===== src/sv/sawc_ram.sv =====
// ----------------------------------------------------------------------------
// sawc_ram
// Generic single-port-write, single-port-read RAM with registered read data.
// ----------------------------------------------------------------------------
module sawc_ram #(
    parameter int WIDTH = 8,
    parameter int DEPTH = 16
) (
    input  logic                     i_clk,
    input  logic                     i_we,
    input  logic [$clog2(DEPTH)-1:0] i_waddr,
    input  logic [WIDTH-1:0]         i_wdata,
    input  logic [$clog2(DEPTH)-1:0] i_raddr,
    output logic [WIDTH-1:0]         o_rdata
);

    logic [WIDTH-1:0] r_mem [DEPTH];

    // write port and registered read port
    always_ff @(posedge i_clk) begin
        if (i_we) begin
            r_mem[i_waddr] <= i_wdata;
        end
        o_rdata <= r_mem[i_raddr];
    end

endmodule


===== config.mk =====
export PLATFORM = sky130hd
export DESIGN_NAME = sawc_ram
export DESIGN_NICKNAME = d
export VERILOG_FILES = /design/src/sv/sawc_ram.sv
export SDC_FILE = /design/constraint.sdc
export NUM_CORES = 1
export LEC_CHECK = 0
export BUFFER_PORTS_ARGS = -buffer_cell sky130_fd_sc_hd__buf_2
export CORE_MARGIN = 10
export CORE_UTILIZATION = 60
export DETAILED_ROUTE_END_ITERATION = 12
export PLACE_DENSITY = 0.86
export SLEW_MARGIN = 20
export SYNTH_ARGS = -nofsm -noshare
export SYNTH_HDL_FRONTEND = slang
export SYNTH_SLANG_ARGS = --single-unit
export TNS_END_PERCENT = 5

===== constraint.sdc =====
create_clock -name i_clk -period 1.8 [get_ports i_clk]
set_input_delay 0.18 -clock i_clk [delete_from_list [all_inputs] [get_ports i_clk]]
set_output_delay 0.18 -clock i_clk [all_outputs]
set_load 0.01 [all_outputs]

# [Word-level counts from Yosys, hierarchy flattened]
# Memories as Yosys holds them, arrays and structs flattened. A register that Yosys moved wholly into a read port is not among the register bits.
# Cells that the tools add are included.
[totals] inputBits=18 memories=1 elab_cells=3 ram_bits=128 regBits=0 output_inout_bits=8
[mem_list] name="r_mem" words=16 word_bits=8 rd=1 rd_ports_with_merged_regs=1 write_ports=1 line="17" source="logic [WIDTH-1:0] r_mem [DEPTH];"
[classes] mux=2
[ops] op="two-way mux 1 bit" count=2

# [Logic depth before layout (Yosys ltp)]
[logic_depth] word_depth=2 depth_mapped=5

# [Worst setup path before layout]
# Ideal clock, no wire load.
[synth_path] path_type="input to register" from="input i_waddr[2]" to="memory r_mem[0][0] (enable)" t_arrival_ns=1.290 path_slack_ns=0.127 path_stages=2 required_time_ns=1.417 n_path_buf=0 cell_sequence="or3b_2 nor3_1"
[synth_rtl] item="start: declaration" line="11" source="input logic [$clog2(DEPTH)-1:0] i_waddr,"
[synth_rtl] item="end: declaration" line="17"
# No word-level cell before the write port.

==> impl_metrics.tcl <==
set metrics [dict create \
    status "finished clean" \
    dpl.hpwl_microns 6360 \
    core_area_sq_mm 0.00830 \
    postCtsHoldBufs 0 \
    drtIter0Drc 165 \
    drive_gt1_frac 0.327 \
    syn_avg_cell_area_sq_um 22.5 \
    min_period_ns 1.40 \
    yosysWarnings 0 \
    tightest_slew_ns 0.446 \
    grt_max_degree 33 \
    wl_met3_microns 648 \
    cp-start-kind "flop" \
    port_buffers 25 \
    total_power_uw 7610 \
    clk_path_buf_depth 2 \
    synth_area_sq_mm 0.00515 \
    slew_viol_final 0 \
    final_core_util 0.743 \
    setup_viol 0 \
    die_height_microns 113 \
    regArea_sq_mm 0.00400 \
    place.gp.congestion 0.793 \
    mostFrequentLayoutCells "128 x edfxtp_1, 25 x buf_2, 22 x buf_4" \
    ys_seq_area_frac 0.778 \
    worst_path_largest_cell_delay_ns 0.51 \
    stdcell_count 405 \
    holdCritPathClass "primary input to flop" \
    cap_violations 0 \
    met2_wirelength_microns 5270 \
    root_buffer "clkbuf_8" \
    post_cts_resized 0 \
    drtPass1Iterations 5 \
    end_kind "flop" \
    drt-met1-wl_microns 4260 \
    cp_max_fo 1 \
    critical_path_class "flop to flop" \
    setup_tns_ns 0 \
    rows 33 \
    ios 26 \
    antenna_found_initial 0 \
    drc_errors 0 \
    final_common_cell "edfxtp_1" \
    ys_ff_latch 136 \
    whs_path_depth 1 \
    reg2reg_depth 3 \
    finClkSkew_ns 0.00755 \
    routedWlPerCell_microns 25.7 \
    cts-htree-levels 4 \
    cts_setup_buffers 0 \
    cp_cell_sequence "mux4_1 > a22oi_1 > nand2_1" \
    track_usage 0.173 \
    grt_pass1_vias 2685 \
    max_freq_mhz 713 \
    grt-ovfl-total 0 \
    fin_crit_sh 0.779 \
    power_density_mw_per_mm2 1230 \
    final_nets 305 \
    synth.distinct_cells 19 \
    grt_first_pass_wirelength_microns 16200 \
    p_leak_uw 0.00213 \
    via_count 2582 \
    start_util 0.620 \
    cpMaxStageDelayCell "mux4_1" \
    top_layer "met4" \
    hold_slack_ns 0.0467 \
    routed_wl_microns 10400 \
    vdd_ir_drop_max_mv 0.601 \
    slew_headroom 0.701 \
    syn_nets 247 \
    design.die.area_sq_mm 0.0127 \
    postRouteAntennaNets 0 \
    grt_setup_unrepaired "no" \
    area_growth_pct 19.8 \
    clkSinkCount 136 \
    hold_violations 0 \
    fill_cells 421 \
    numCtsBuffers 17 \
    required_ns 2.20 \
    netlist_instances 229 \
    clk_pin_slew_ns 0.06 \
    diodes 0 \
    vias_per_cell 6.38 \
    worstSkewPairLatency_ns 0.52 \
    cts_tree "built" \
    crit_arrival_ns 1.80 \
    die_w_microns 113 \
    multi_input_area_sq_mm 0.00106 \
    place_inst 373 \
]
[Yosys cell counts (all sizes together)]
master	number	area, sq um
edfxtp	128	3840
mux4	32	773
a22oi	16	120
nor2	13	48.8
nand2	9	33.8
dfxtp	8	160
buf	7	56.3
nor3	4	20.0
clkdlybuf4s25	3	30.0
nand2b	2	12.5
nand3b	2	15.0
and2	1	6.26
and2b	1	7.51
nand3	1	5.00
nor2b	1	6.26
or3b	1	8.76
[cell families (layout without fill, tap and decap cells)]
logic type / after synthesis / in the layout / share of synthesized area
simple gates: 35 / 35 / 0.0318
flops: 136 / 136 / 0.778
mux: 32 / 32 / 0.150
buf+inv: 10 / 81 / 0.0168
compound gates: 16 / 16 / 0.0233
[power by group]
part           total, uW  internal (uW)  switching, uW
clock               3710           2460           1240
combinational        341            147            194
sequential          3560           3540           21.4
[path summary, 6_finish.rpt]
check / startpoint / to / slack (ns)
worst min register to register: r_mem[9][3] / o_rdata[3] / 0.71
worst min-delay path: i_wdata[0] / r_mem[8][0] / 0.05
worst max register to register: r_mem[0][3] / o_rdata[3] / 0.40
worst max-delay path: r_mem[0][3] / o_rdata[3] / 0.40
[metrics by stage]
step	worst slack [ns]	instance area, sq um
2_1_floorplan	0.127	5150
6_report	0.398	6170
3_3_place_gp	0.208	5520
5_1_grt	0.315	6170
4_1_cts	0.393	6170
3_5_place_dp	0.219	5520
[registers in the layout, summed over array words and instances, names as in the netlist]
register  cells
r_mem       128
o_rdata       8
[metal layers]
metal / vias up / GRT usage
met2: 129 / 0.272
met1: 1336 / 0.218
li1: 1095 / -
met5: - / 0
met3: 22 / 0.0543
met4: 0 / 0.0728
[area by class of cell]
type | count | share of cell area
timing repair buffer | 49 | 0.0536
clock inverter | 11 | 0.0316
multi-input combinational | 83 | 0.171
tap | 105 | 0.0213
clock buffer | 21 | 0.0728
sequential | 136 | 0.649
[worst max-delay path, delay by kind of cell, from the launching register on]
family | cells | cell delay [ns]
AOI/OAI and AO/OA | 1 | 0.31
and+or+nand+nor | 1 | 0.10
DFF | 1 | 0.38
muxes | 1 | 0.51
No activity file was read; power rests on OpenSTA's default activity.
